$ cat src/hw/rtl/skf_pkg.sv
// Shared types and constants for the scalar Kalman filter.
package skf_pkg;

  // Field and register widths
  localparam int DATA_W    = 16;  // measurement, signed integer
  localparam int EST_W     = 32;  // estimate, signed Q16.16
  localparam int REG_W     = 24;  // noise and covariance registers, unsigned Q8.16
  localparam int CFG_IDX_W = 2;

  // Default gain precision, fraction bits of K
  localparam int GAIN_FRAC_BITS_DEF = 16;

  // Register indexes
  localparam logic [CFG_IDX_W-1:0] CFG_IDX_Q  = 2'd0;  // process noise
  localparam logic [CFG_IDX_W-1:0] CFG_IDX_R  = 2'd1;  // measurement noise
  localparam logic [CFG_IDX_W-1:0] CFG_IDX_P0 = 2'd2;  // initial error covariance

  // Register reset values
  localparam logic [REG_W-1:0] RST_Q  = 24'd655;
  localparam logic [REG_W-1:0] RST_R  = 24'd65536;
  localparam logic [REG_W-1:0] RST_P0 = 24'd65536;

  // Controller to datapath commands, at most one active per cycle
  typedef struct packed {
    logic load;      // capture accepted measurement
    logic pred;      // prediction, divider setup, innovation
    logic div_step;  // one quotient bit of the gain
    logic mul_x;     // innovation times gain
    logic upd_x;     // round, add, saturate estimate
    logic mul_p;     // covariance times (1 - K)
    logic upd_p;     // store new covariance
    logic push;      // load output register
  } skf_cmd_t;

endpackage

$ cat src/hw/rtl/skf_ctrl.sv
// Sequencer for the scalar Kalman filter: accept, predict, divide, update, deliver.
module skf_ctrl #(
  parameter int GAIN_FRAC_BITS = skf_pkg::GAIN_FRAC_BITS_DEF
) (
  input  logic             clk,
  input  logic             rst_n,
  input  logic             in_tvalid,
  output logic             in_tready,
  output logic             out_tvalid,
  input  logic             out_tready,
  output skf_pkg::skf_cmd_t cmd
);
  import skf_pkg::*;

  localparam int CNT_W = $clog2(GAIN_FRAC_BITS + 1);
  localparam logic [CNT_W-1:0] CNT_LAST = CNT_W'(GAIN_FRAC_BITS);

  typedef enum logic [7:0] {
    S_IDLE = 8'b0000_0001,
    S_PRED = 8'b0000_0010,
    S_DIV  = 8'b0000_0100,
    S_MULX = 8'b0000_1000,
    S_UPDX = 8'b0001_0000,
    S_MULP = 8'b0010_0000,
    S_UPDP = 8'b0100_0000,
    S_PUSH = 8'b1000_0000
  } skf_state_t;

  skf_state_t       state_r, state_nxt;
  logic [CNT_W-1:0] cnt_r, cnt_nxt;
  logic             out_valid_r, out_valid_nxt;

  assign in_tready  = (state_r == S_IDLE);
  assign out_tvalid = out_valid_r;

  // Next state and command decode
  always_comb begin
    state_nxt     = state_r;
    cnt_nxt       = cnt_r;
    out_valid_nxt = out_valid_r && !out_tready;
    cmd           = '0;
    unique case (state_r)
      S_IDLE: begin
        if (in_tvalid) begin
          cmd.load  = 1'b1;
          state_nxt = S_PRED;
        end
      end
      S_PRED: begin
        cmd.pred  = 1'b1;
        cnt_nxt   = CNT_LAST;
        state_nxt = S_DIV;
      end
      S_DIV: begin
        cmd.div_step = 1'b1;
        if (cnt_r == '0) begin
          state_nxt = S_MULX;
        end else begin
          cnt_nxt = cnt_r - 1'b1;
        end
      end
      S_MULX: begin
        cmd.mul_x = 1'b1;
        state_nxt = S_UPDX;
      end
      S_UPDX: begin
        cmd.upd_x = 1'b1;
        state_nxt = S_MULP;
      end
      S_MULP: begin
        cmd.mul_p = 1'b1;
        state_nxt = S_UPDP;
      end
      S_UPDP: begin
        cmd.upd_p = 1'b1;
        state_nxt = S_PUSH;
      end
      S_PUSH: begin
        // wait until the output register is free
        if (!out_valid_r || out_tready) begin
          cmd.push      = 1'b1;
          out_valid_nxt = 1'b1;
          state_nxt     = S_IDLE;
        end
      end
      default: state_nxt = S_IDLE;
    endcase
  end

  always_ff @(posedge clk) begin
    if (!rst_n) begin
      state_r     <= S_IDLE;
      cnt_r       <= '0;
      out_valid_r <= 1'b0;
    end else begin
      state_r     <= state_nxt;
      cnt_r       <= cnt_nxt;
      out_valid_r <= out_valid_nxt;
    end
  end

endmodule

$ cat src/hw/rtl/skf_dp.sv
// Datapath of the scalar Kalman filter: registers, gain divider, shared multiplier.
module skf_dp #(
  parameter int GAIN_FRAC_BITS = skf_pkg::GAIN_FRAC_BITS_DEF
) (
  input  logic                                 clk,
  input  logic                                 rst_n,
  input  skf_pkg::skf_cmd_t                    cmd,
  input  logic        [skf_pkg::DATA_W-1:0]    in_data,
  input  logic                                 cfg_we,
  input  logic        [skf_pkg::CFG_IDX_W-1:0] cfg_index,
  input  logic        [skf_pkg::REG_W-1:0]     cfg_data,
  output logic        [skf_pkg::EST_W-1:0]     out_data
);
  import skf_pkg::*;

  localparam int G    = GAIN_FRAC_BITS;
  localparam int KW   = G + 1;              // K in 0 .. 2^G
  localparam int DENW = REG_W + 1;          // P1 + R
  localparam int REMW = REG_W + 2;          // partial remainder, below 2 * den
  localparam int INW  = EST_W + 1;          // innovation
  localparam int PW   = INW + KW + 1;       // product width
  localparam logic [KW-1:0] K_ONE = KW'(1) << G;
  localparam logic [PW-1:0] HALF  = PW'(1) << (G - 1);

  // Configuration and filter state
  logic        [REG_W-1:0] q_r, q_nxt;
  logic        [REG_W-1:0] r_r, r_nxt;
  logic        [REG_W-1:0] p0_r, p0_nxt;
  logic                    cfg_hit;
  logic signed [EST_W-1:0] x_r, x_nxt;
  logic        [REG_W-1:0] p_r, p_nxt;

  // Per-item working registers
  logic signed [DATA_W-1:0] m_r;
  logic        [REG_W-1:0]  p1_r;
  logic        [DENW-1:0]   den_r;
  logic        [REMW-1:0]   rem_r;
  logic        [KW-1:0]     quo_r;
  logic signed [INW-1:0]    innov_r;
  logic signed [PW-1:0]     prod_r;
  logic        [EST_W-1:0]  out_r;

  // Combinational
  logic [REG_W:0]          p_sum;
  logic [REG_W-1:0]        p1;
  logic [DENW-1:0]         den;
  logic signed [INW-1:0]   innov;
  logic                    div_bit;
  logic [REMW-1:0]         rem_sub;
  logic [KW-1:0]           k_val;
  logic [KW-1:0]           k_rest;
  logic signed [INW-1:0]   mul_a;
  logic signed [KW:0]      mul_b;
  logic signed [PW-1:0]    rnd;
  logic signed [PW-1:0]    d_val;
  logic signed [PW-1:0]    nx;

  // Register write decode; any valid write reloads the filter state
  always_comb begin
    q_nxt   = q_r;
    r_nxt   = r_r;
    p0_nxt  = p0_r;
    cfg_hit = 1'b0;
    if (cfg_we) begin
      unique case (cfg_index)
        CFG_IDX_Q: begin
          q_nxt   = cfg_data;
          cfg_hit = 1'b1;
        end
        CFG_IDX_R: begin
          r_nxt   = cfg_data;
          cfg_hit = 1'b1;
        end
        CFG_IDX_P0: begin
          p0_nxt  = cfg_data;
          cfg_hit = 1'b1;
        end
        default: cfg_hit = 1'b0;
      endcase
    end
  end

  // Prediction: saturating P + Q, then the gain denominator and the innovation
  assign p_sum = {1'b0, p_r} + {1'b0, q_r};
  assign p1    = p_sum[REG_W] ? {REG_W{1'b1}} : p_sum[REG_W-1:0];
  assign den   = {1'b0, p1} + {1'b0, r_r};
  assign innov = $signed({m_r[DATA_W-1], m_r, 16'b0}) - $signed({x_r[EST_W-1], x_r});

  // Restoring divider, one quotient bit per step
  assign div_bit = (rem_r >= {1'b0, den_r});
  assign rem_sub = div_bit ? (rem_r - {1'b0, den_r}) : rem_r;

  // Zero denominator forces a zero gain
  assign k_val  = (den_r == '0) ? '0 : quo_r;
  assign k_rest = K_ONE - k_val;

  // Shared multiplier operands
  assign mul_a = cmd.mul_x ? innov_r : $signed({{(INW-REG_W){1'b0}}, p1_r});
  assign mul_b = cmd.mul_x ? $signed({1'b0, k_val}) : $signed({1'b0, k_rest});

  // Estimate update: round to nearest, ties up, then saturate
  assign rnd   = prod_r + $signed(HALF);
  assign d_val = rnd >>> G;
  assign nx    = d_val + $signed({{(PW-EST_W){x_r[EST_W-1]}}, x_r});

  always_comb begin
    if ((&nx[PW-1:EST_W-1]) || !(|nx[PW-1:EST_W-1])) begin
      x_nxt = nx[EST_W-1:0];
    end else if (nx[PW-1]) begin
      x_nxt = {1'b1, {(EST_W-1){1'b0}}};
    end else begin
      x_nxt = {1'b0, {(EST_W-1){1'b1}}};
    end
  end

  // Covariance update: floor(P1 * (1 - K))
  assign p_nxt = prod_r[G+REG_W-1:G];

  // Configuration and filter state registers
  always_ff @(posedge clk) begin
    if (!rst_n) begin
      q_r  <= RST_Q;
      r_r  <= RST_R;
      p0_r <= RST_P0;
      x_r  <= '0;
      p_r  <= RST_P0;
    end else begin
      q_r  <= q_nxt;
      r_r  <= r_nxt;
      p0_r <= p0_nxt;
      if (cfg_hit) begin
        x_r <= '0;
        p_r <= p0_nxt;
      end else begin
        if (cmd.upd_x) begin
          x_r <= x_nxt;
        end
        if (cmd.upd_p) begin
          p_r <= p_nxt;
        end
      end
    end
  end

  // Working registers
  always_ff @(posedge clk) begin
    if (cmd.load) begin
      m_r <= in_data;
    end
    if (cmd.pred) begin
      p1_r    <= p1;
      den_r   <= den;
      rem_r   <= {2'b00, p1};
      quo_r   <= '0;
      innov_r <= innov;
    end
    if (cmd.div_step) begin
      rem_r <= {rem_sub[REMW-2:0], 1'b0};
      quo_r <= {quo_r[KW-2:0], div_bit};
    end
    if (cmd.mul_x || cmd.mul_p) begin
      prod_r <= mul_a * mul_b;
    end
    if (cmd.push) begin
      out_r <= x_r;
    end
  end

  assign out_data = out_r;

endmodule

$ cat src/hw/rtl/scalar_kalman_filter.sv
// Top level of the scalar Kalman filter: sequencer, datapath and checks.
// One-dimensional Kalman filter. Each transfer on the input carries one signed 16-bit
// sample; the block returns one signed Q16.16 estimate per sample, in order. The time
// from transfer to result is set by the restoring divider that forms the gain one
// quotient bit per cycle and by the single multiplier shared between the estimate and
// covariance updates. The input is ready again as soon as the result sits in the
// output register, even while that result waits to be taken. Register writes (index 0
// process noise, 1 measurement noise, 2 initial error, all unsigned Q8.16) take effect
// at once and restart the filter with a zero estimate and the initial error; writes to
// index 3 are ignored.
module scalar_kalman_filter #(
  parameter int GAIN_FRAC_BITS = skf_pkg::GAIN_FRAC_BITS_DEF
) (
  input  logic                                clk,
  input  logic                                rst_n,
  input  logic                                in_tvalid,
  output logic                                in_tready,
  input  logic [skf_pkg::DATA_W-1:0]          in_tdata,   // [15:0] measurement
  output logic                                out_tvalid,
  input  logic                                out_tready,
  output logic [skf_pkg::EST_W-1:0]           out_tdata,  // [31:0] estimate
  input  logic                                cfg_we,
  input  logic [skf_pkg::CFG_IDX_W-1:0]       cfg_index,
  input  logic [skf_pkg::REG_W-1:0]           cfg_data
);
  import skf_pkg::*;

  skf_cmd_t cmd;

  skf_ctrl #(
    .GAIN_FRAC_BITS(GAIN_FRAC_BITS)
  ) u_ctrl (
    .clk       (clk),
    .rst_n     (rst_n),
    .in_tvalid (in_tvalid),
    .in_tready (in_tready),
    .out_tvalid(out_tvalid),
    .out_tready(out_tready),
    .cmd       (cmd)
  );

  skf_dp #(
    .GAIN_FRAC_BITS(GAIN_FRAC_BITS)
  ) u_dp (
    .clk      (clk),
    .rst_n    (rst_n),
    .cmd      (cmd),
    .in_data  (in_tdata),
    .cfg_we   (cfg_we),
    .cfg_index(cfg_index),
    .cfg_data (cfg_data),
    .out_data (out_tdata)
  );

`ifndef SYNTH
  // Commands are mutually exclusive
  a_cmd_onehot: assert property (@(posedge clk) disable iff (!rst_n)
    $onehot0(cmd))
    else $error("more than one datapath command active");

  // An accepted sample keeps the input closed while it is processed
  a_busy_after_accept: assert property (@(posedge clk) disable iff (!rst_n)
    (in_tvalid && in_tready) |=> !in_tready)
    else $error("input ready right after a transfer");

  // A pending result is never overwritten
  a_no_overwrite: assert property (@(posedge clk) disable iff (!rst_n)
    cmd.push |-> (!out_tvalid || out_tready))
    else $error("output register loaded while a result is pending");

  // A taken result leaves the output empty unless a new one is loaded
  a_drain: assert property (@(posedge clk) disable iff (!rst_n)
    (out_tvalid && out_tready && !cmd.push) |=> !out_tvalid)
    else $error("output still valid after its transfer");
`endif

endmodule

$ cat config.mk
export PLATFORM = sky130hd
export DESIGN_NAME = scalar_kalman_filter
export DESIGN_NICKNAME = d
export VERILOG_FILES = /design/src/hw/rtl/skf_pkg.sv /design/src/hw/rtl/skf_ctrl.sv /design/src/hw/rtl/skf_dp.sv /design/src/hw/rtl/scalar_kalman_filter.sv
export SDC_FILE = /design/constraint.sdc
export NUM_CORES = 2
export LEC_CHECK = 0
export ABC_AREA = 1
export BUFFER_PORTS_ARGS = -buffer_cell sky130_fd_sc_hd__buf_2
export CAP_MARGIN = 20
export CORE_MARGIN = 1
export CORE_UTILIZATION = 40
export DETAILED_ROUTE_END_ITERATION = 16
export HOLD_SLACK_MARGIN = 0.03
export PLACE_DENSITY = 0.65
export SETUP_SLACK_MARGIN = 0.02
export SYNTH_ARGS = -nofsm -noshare
export SYNTH_HDL_FRONTEND = slang
export SYNTH_SLANG_ARGS = --single-unit
$ cat constraint.sdc
create_clock -name clk -period 8.88 [get_ports clk]
set_input_delay 2.664 -clock clk [delete_from_list [all_inputs] [get_ports clk]]
set_output_delay 2.664 -clock clk [all_outputs]
set_load 0.02 [all_outputs]
==> results.yml <==
clock_network:
  cts_sinks: 351
  htree_levels: 2
  cts_root_buf: "clkbuf_16"
  insertion_delay_ns: 0.58
  clk_path_buf_depth: 3
  cts_tree: "yes"
  ctsHoldBuffers: 0
  numCtsBuffers: 38
  cts.clk_slew.worst_paths_ns: 0.07
critical_path:
  r2r_start: "u_dp.den_r[9]$_DFFE_PP_"
  cp.arrival_ns: 8.82
  r2r_cells: 29
  r2r_end: "u_dp.prod_r[43]$_DFFE_PP_"
  path_class: "reg2reg"
  cp_top_family: "adder cells"
  crit_slowest_cell: "fa_1"
  critPathRequiredTime_ns: 9.15
  critPathMaxStageDelay_ns: 0.64
  path_buf_inv: 7
  r2r_setup_slack_ns: 0.33
  worstPathMaxFanout: 31
  end_kind: "flip-flop"
  cpMostUsedCell: "fa_1"
  startpoint_type: "flip-flop"
sta:
  fin_crit_sh: 0.963
  grt_setup_unrepaired: "no"
  fmax_mhz: 117
  setup-tns-final_ns: 0
  finalHoldViolCount: 0
  whs_ns: 0.469
  fin_ws_ns: 0.326
  max_slew_margin: 0.335
  setup_violations: 0
  period_needed_ns: 8.55
  skew_ns: 0.0333
  worst_slew_pin_slew_ns: 0.991
  finalMaxSlewViolations: 0
detailed_routing:
  first_pass_iters: 6
  ant_nets: 0
  wirelength_um: 123000
  drc: 0
  drt-vias-per-instance: 5.16
  vias: 33600
  wl_per_cell_um: 18.9
  drt_iter0_markers: 2845
global_route:
  grt_use_total: 0.243
  grt_overflow: 0
  grt_pass1_wl_um: 194000
  grt_pass1_vias: 34100
  grt_max_degree: 71
  antenna_found_initial: 1
logic_synthesis:
  seq_area_frac_synth: 0.224
  syn_inst: 5037
  yosysMostFrequentCell: "inv_1"
  synth.net_count: 5868
  synth-edff-count: 208
  synthDistinctLibCells: 61
  syn-cell-area_mm2: 0.0406
  ys_top_cells_by_area: "fa_1, edfxtp_1, inv_1"
  synthArstFlopShare: 0
  synth-main-ff-cell: "edfxtp_1"
  synth_commonest_cells: "inv_1, nand2_1, fa_1"
  synth_top_area_cell: "fa_1"
  syn_avg_cell_area_um2: 8.07
  ys_warn_count: 0
  synth_top_area_share: 0.265
  synth-seq-cells: 351
layout:
  syn_to_final_growth_pct: 9.29
  antennaDiodeCount: 0
  drive_gt1_frac: 0.0662
  layout.nets: 5965
  fill_cells: 10200
place:
  port_buffers: 80
  routabilityCongestion: 0.979
  dp_hpwl_um: 101000
  dp_slack_ns: 0.290
floorplanning:
  initial_core_util: 0.405
  die_h_um: 321
  die-area_mm2: 0.103
  ios: 81
  die_w_um: 321
  rows: 116
  coreArea_mm2: 0.100
power_and_ir_drop:
  power_w: 0.0171
  p_leak_nw: 22.3
  p_per_area_mw_per_mm2: 386
  vdd_ir_drop_max_mv: 0.576
job:
  cap_violations: 0
min_path:
  holdPathEnd: "u_dp.p0_r[16]$_SDFF_PN1_"
  hold_class: "reg2reg"
  min_path_cells: 2
  hp-start: "u_dp.p0_r[16]$_SDFF_PN1_"
outcome:
  run_status: "completed"
## worst register-to-register path: cells and delay by family, from the launching register on
kind            cells  cell delay [ns]
compound gates      3             0.82
xor+xnor            1             0.18
fa+ha+maj           7             3.59
buf+inv             7             1.04
flops               1             0.38
simple gates       11             2.24
## kinds of logic (layout without fill, tap and decap cells)
family | after synthesis | in the layout | synth area share
multiplexers | 21 | 21 | 0.00517
flip-flops | 351 | 351 | 0.224
buffers and inverters | 1176 | 1303 | 0.112
AO/OA/AOI/OAI | 669 | 669 | 0.0899
adder cells (fa/ha/maj) | 784 | 784 | 0.341
XOR/XNOR | 182 | 182 | 0.0396
AND/OR/NAND/NOR | 1854 | 1854 | 0.189
## final cells by class
class / count / area [µm²] / share of cell area
clock inverters: 28 / 395 / 0.00890
multi-input cells: 3510 / 27100 / 0.610
well taps: 1357 / 1700 / 0.0382
flip-flops and latches: 351 / 9110 / 0.205
clock buffers: 42 / 966 / 0.0218
inverters: 1045 / 3920 / 0.0884
repair buffers: 188 / 1240 / 0.0280
## metrics by stage
step                      instance area [µm²]  utilization  instances
final                                   44400        0.442       6521
after floorplan                         40600            -       5037
after global routing                    44400        0.442       6521
after CTS                               44300        0.441       6511
after global placement                  42900        0.427       6440
after detailed placement                42900        0.427       6441
## power by group
group / internal (W) / leakage [nW] / total, W / switching, W
combinational: 0.00446 / 18.5 / 0.0131 / 0.00860
clock: 0.000992 / 0.645 / 0.00174 / 0.000745
sequential: 0.00229 / 3.11 / 0.00234 / 0.0000450
total: 0.00775 / 22.3 / 0.0171 / 0.00939
## sequential cells by signal (all words and copies together) (netlist names), 24 cells and up
signal and flops:
u_dp.p0_r 24, u_dp.out_data 32, u_dp.innov_r 33, u_dp.q_r 24, u_dp.p1_r 24, u_dp.x_r 32
u_dp.r_r 24, u_dp.den_r 25, u_dp.rem_r 26, u_dp.p_r 24, u_dp.prod_r 36
## metal layers
layer | global-route usage | share of wire
met2 | 0.388 | 0.45
met5 | 0 | 0.00038
met4 | 0.0707 | 0.031
met3 | 0.0390 | 0.076
met1 | 0.340 | 0.44
## cell usage in the layout (no fill, tap or decap), types with 14 or more instances in the layout
cell,Yosys,final
nand3_1,190,190
a21oi_1,312,309
o21ai_0,233,216
xnor2_1,57,57
dfxtp_1,143,143
buf_4,18,106
buf_2,41,80
o21ai_1,9,26
nor2_1,501,497
nand2_2,13,16
nand2_1,981,976
nor3_1,72,71
ha_1,246,244
xor2_1,123,123
o211ai_1,14,14
edfxtp_1,208,208
nand4_1,37,37
a21o_1,16,16
mux2i_1,21,21
inv_1,1022,1021
clkbuf_16,0,38
fa_1,538,536
or2_2,16,16
inv_2,18,17
o21bai_1,15,15
## what timing repair did
action | 4_1_cts | 5_1_grt
setup buffers | 0 | 9
setup endpoints to repair | 0 | 14
gates resized for setup | 0 | 15
## worst max-delay path by stage
stage | end | cells after the start | start
after detailed placement | u_dp.prod_r[37]$_DFFE_PP_ | 34 | u_dp.den_r[2]$_DFFE_PP_
after global routing | u_dp.prod_r[37]$_DFFE_PP_ | 36 | u_dp.den_r[9]$_DFFE_PP_
after CTS | u_dp.prod_r[37]$_DFFE_PP_ | 35 | u_dp.den_r[2]$_DFFE_PP_
after floorplan | u_dp.prod_r[39]$_DFFE_PP_ | 36 | u_dp.den_r[3]$_DFFE_PP_
after global placement | u_dp.prod_r[37]$_DFFE_PP_ | 35 | u_dp.den_r[2]$_DFFE_PP_
final | u_dp.prod_r[43]$_DFFE_PP_ | 29 | u_dp.den_r[9]$_DFFE_PP_
(Power assumes the default switching activity.)
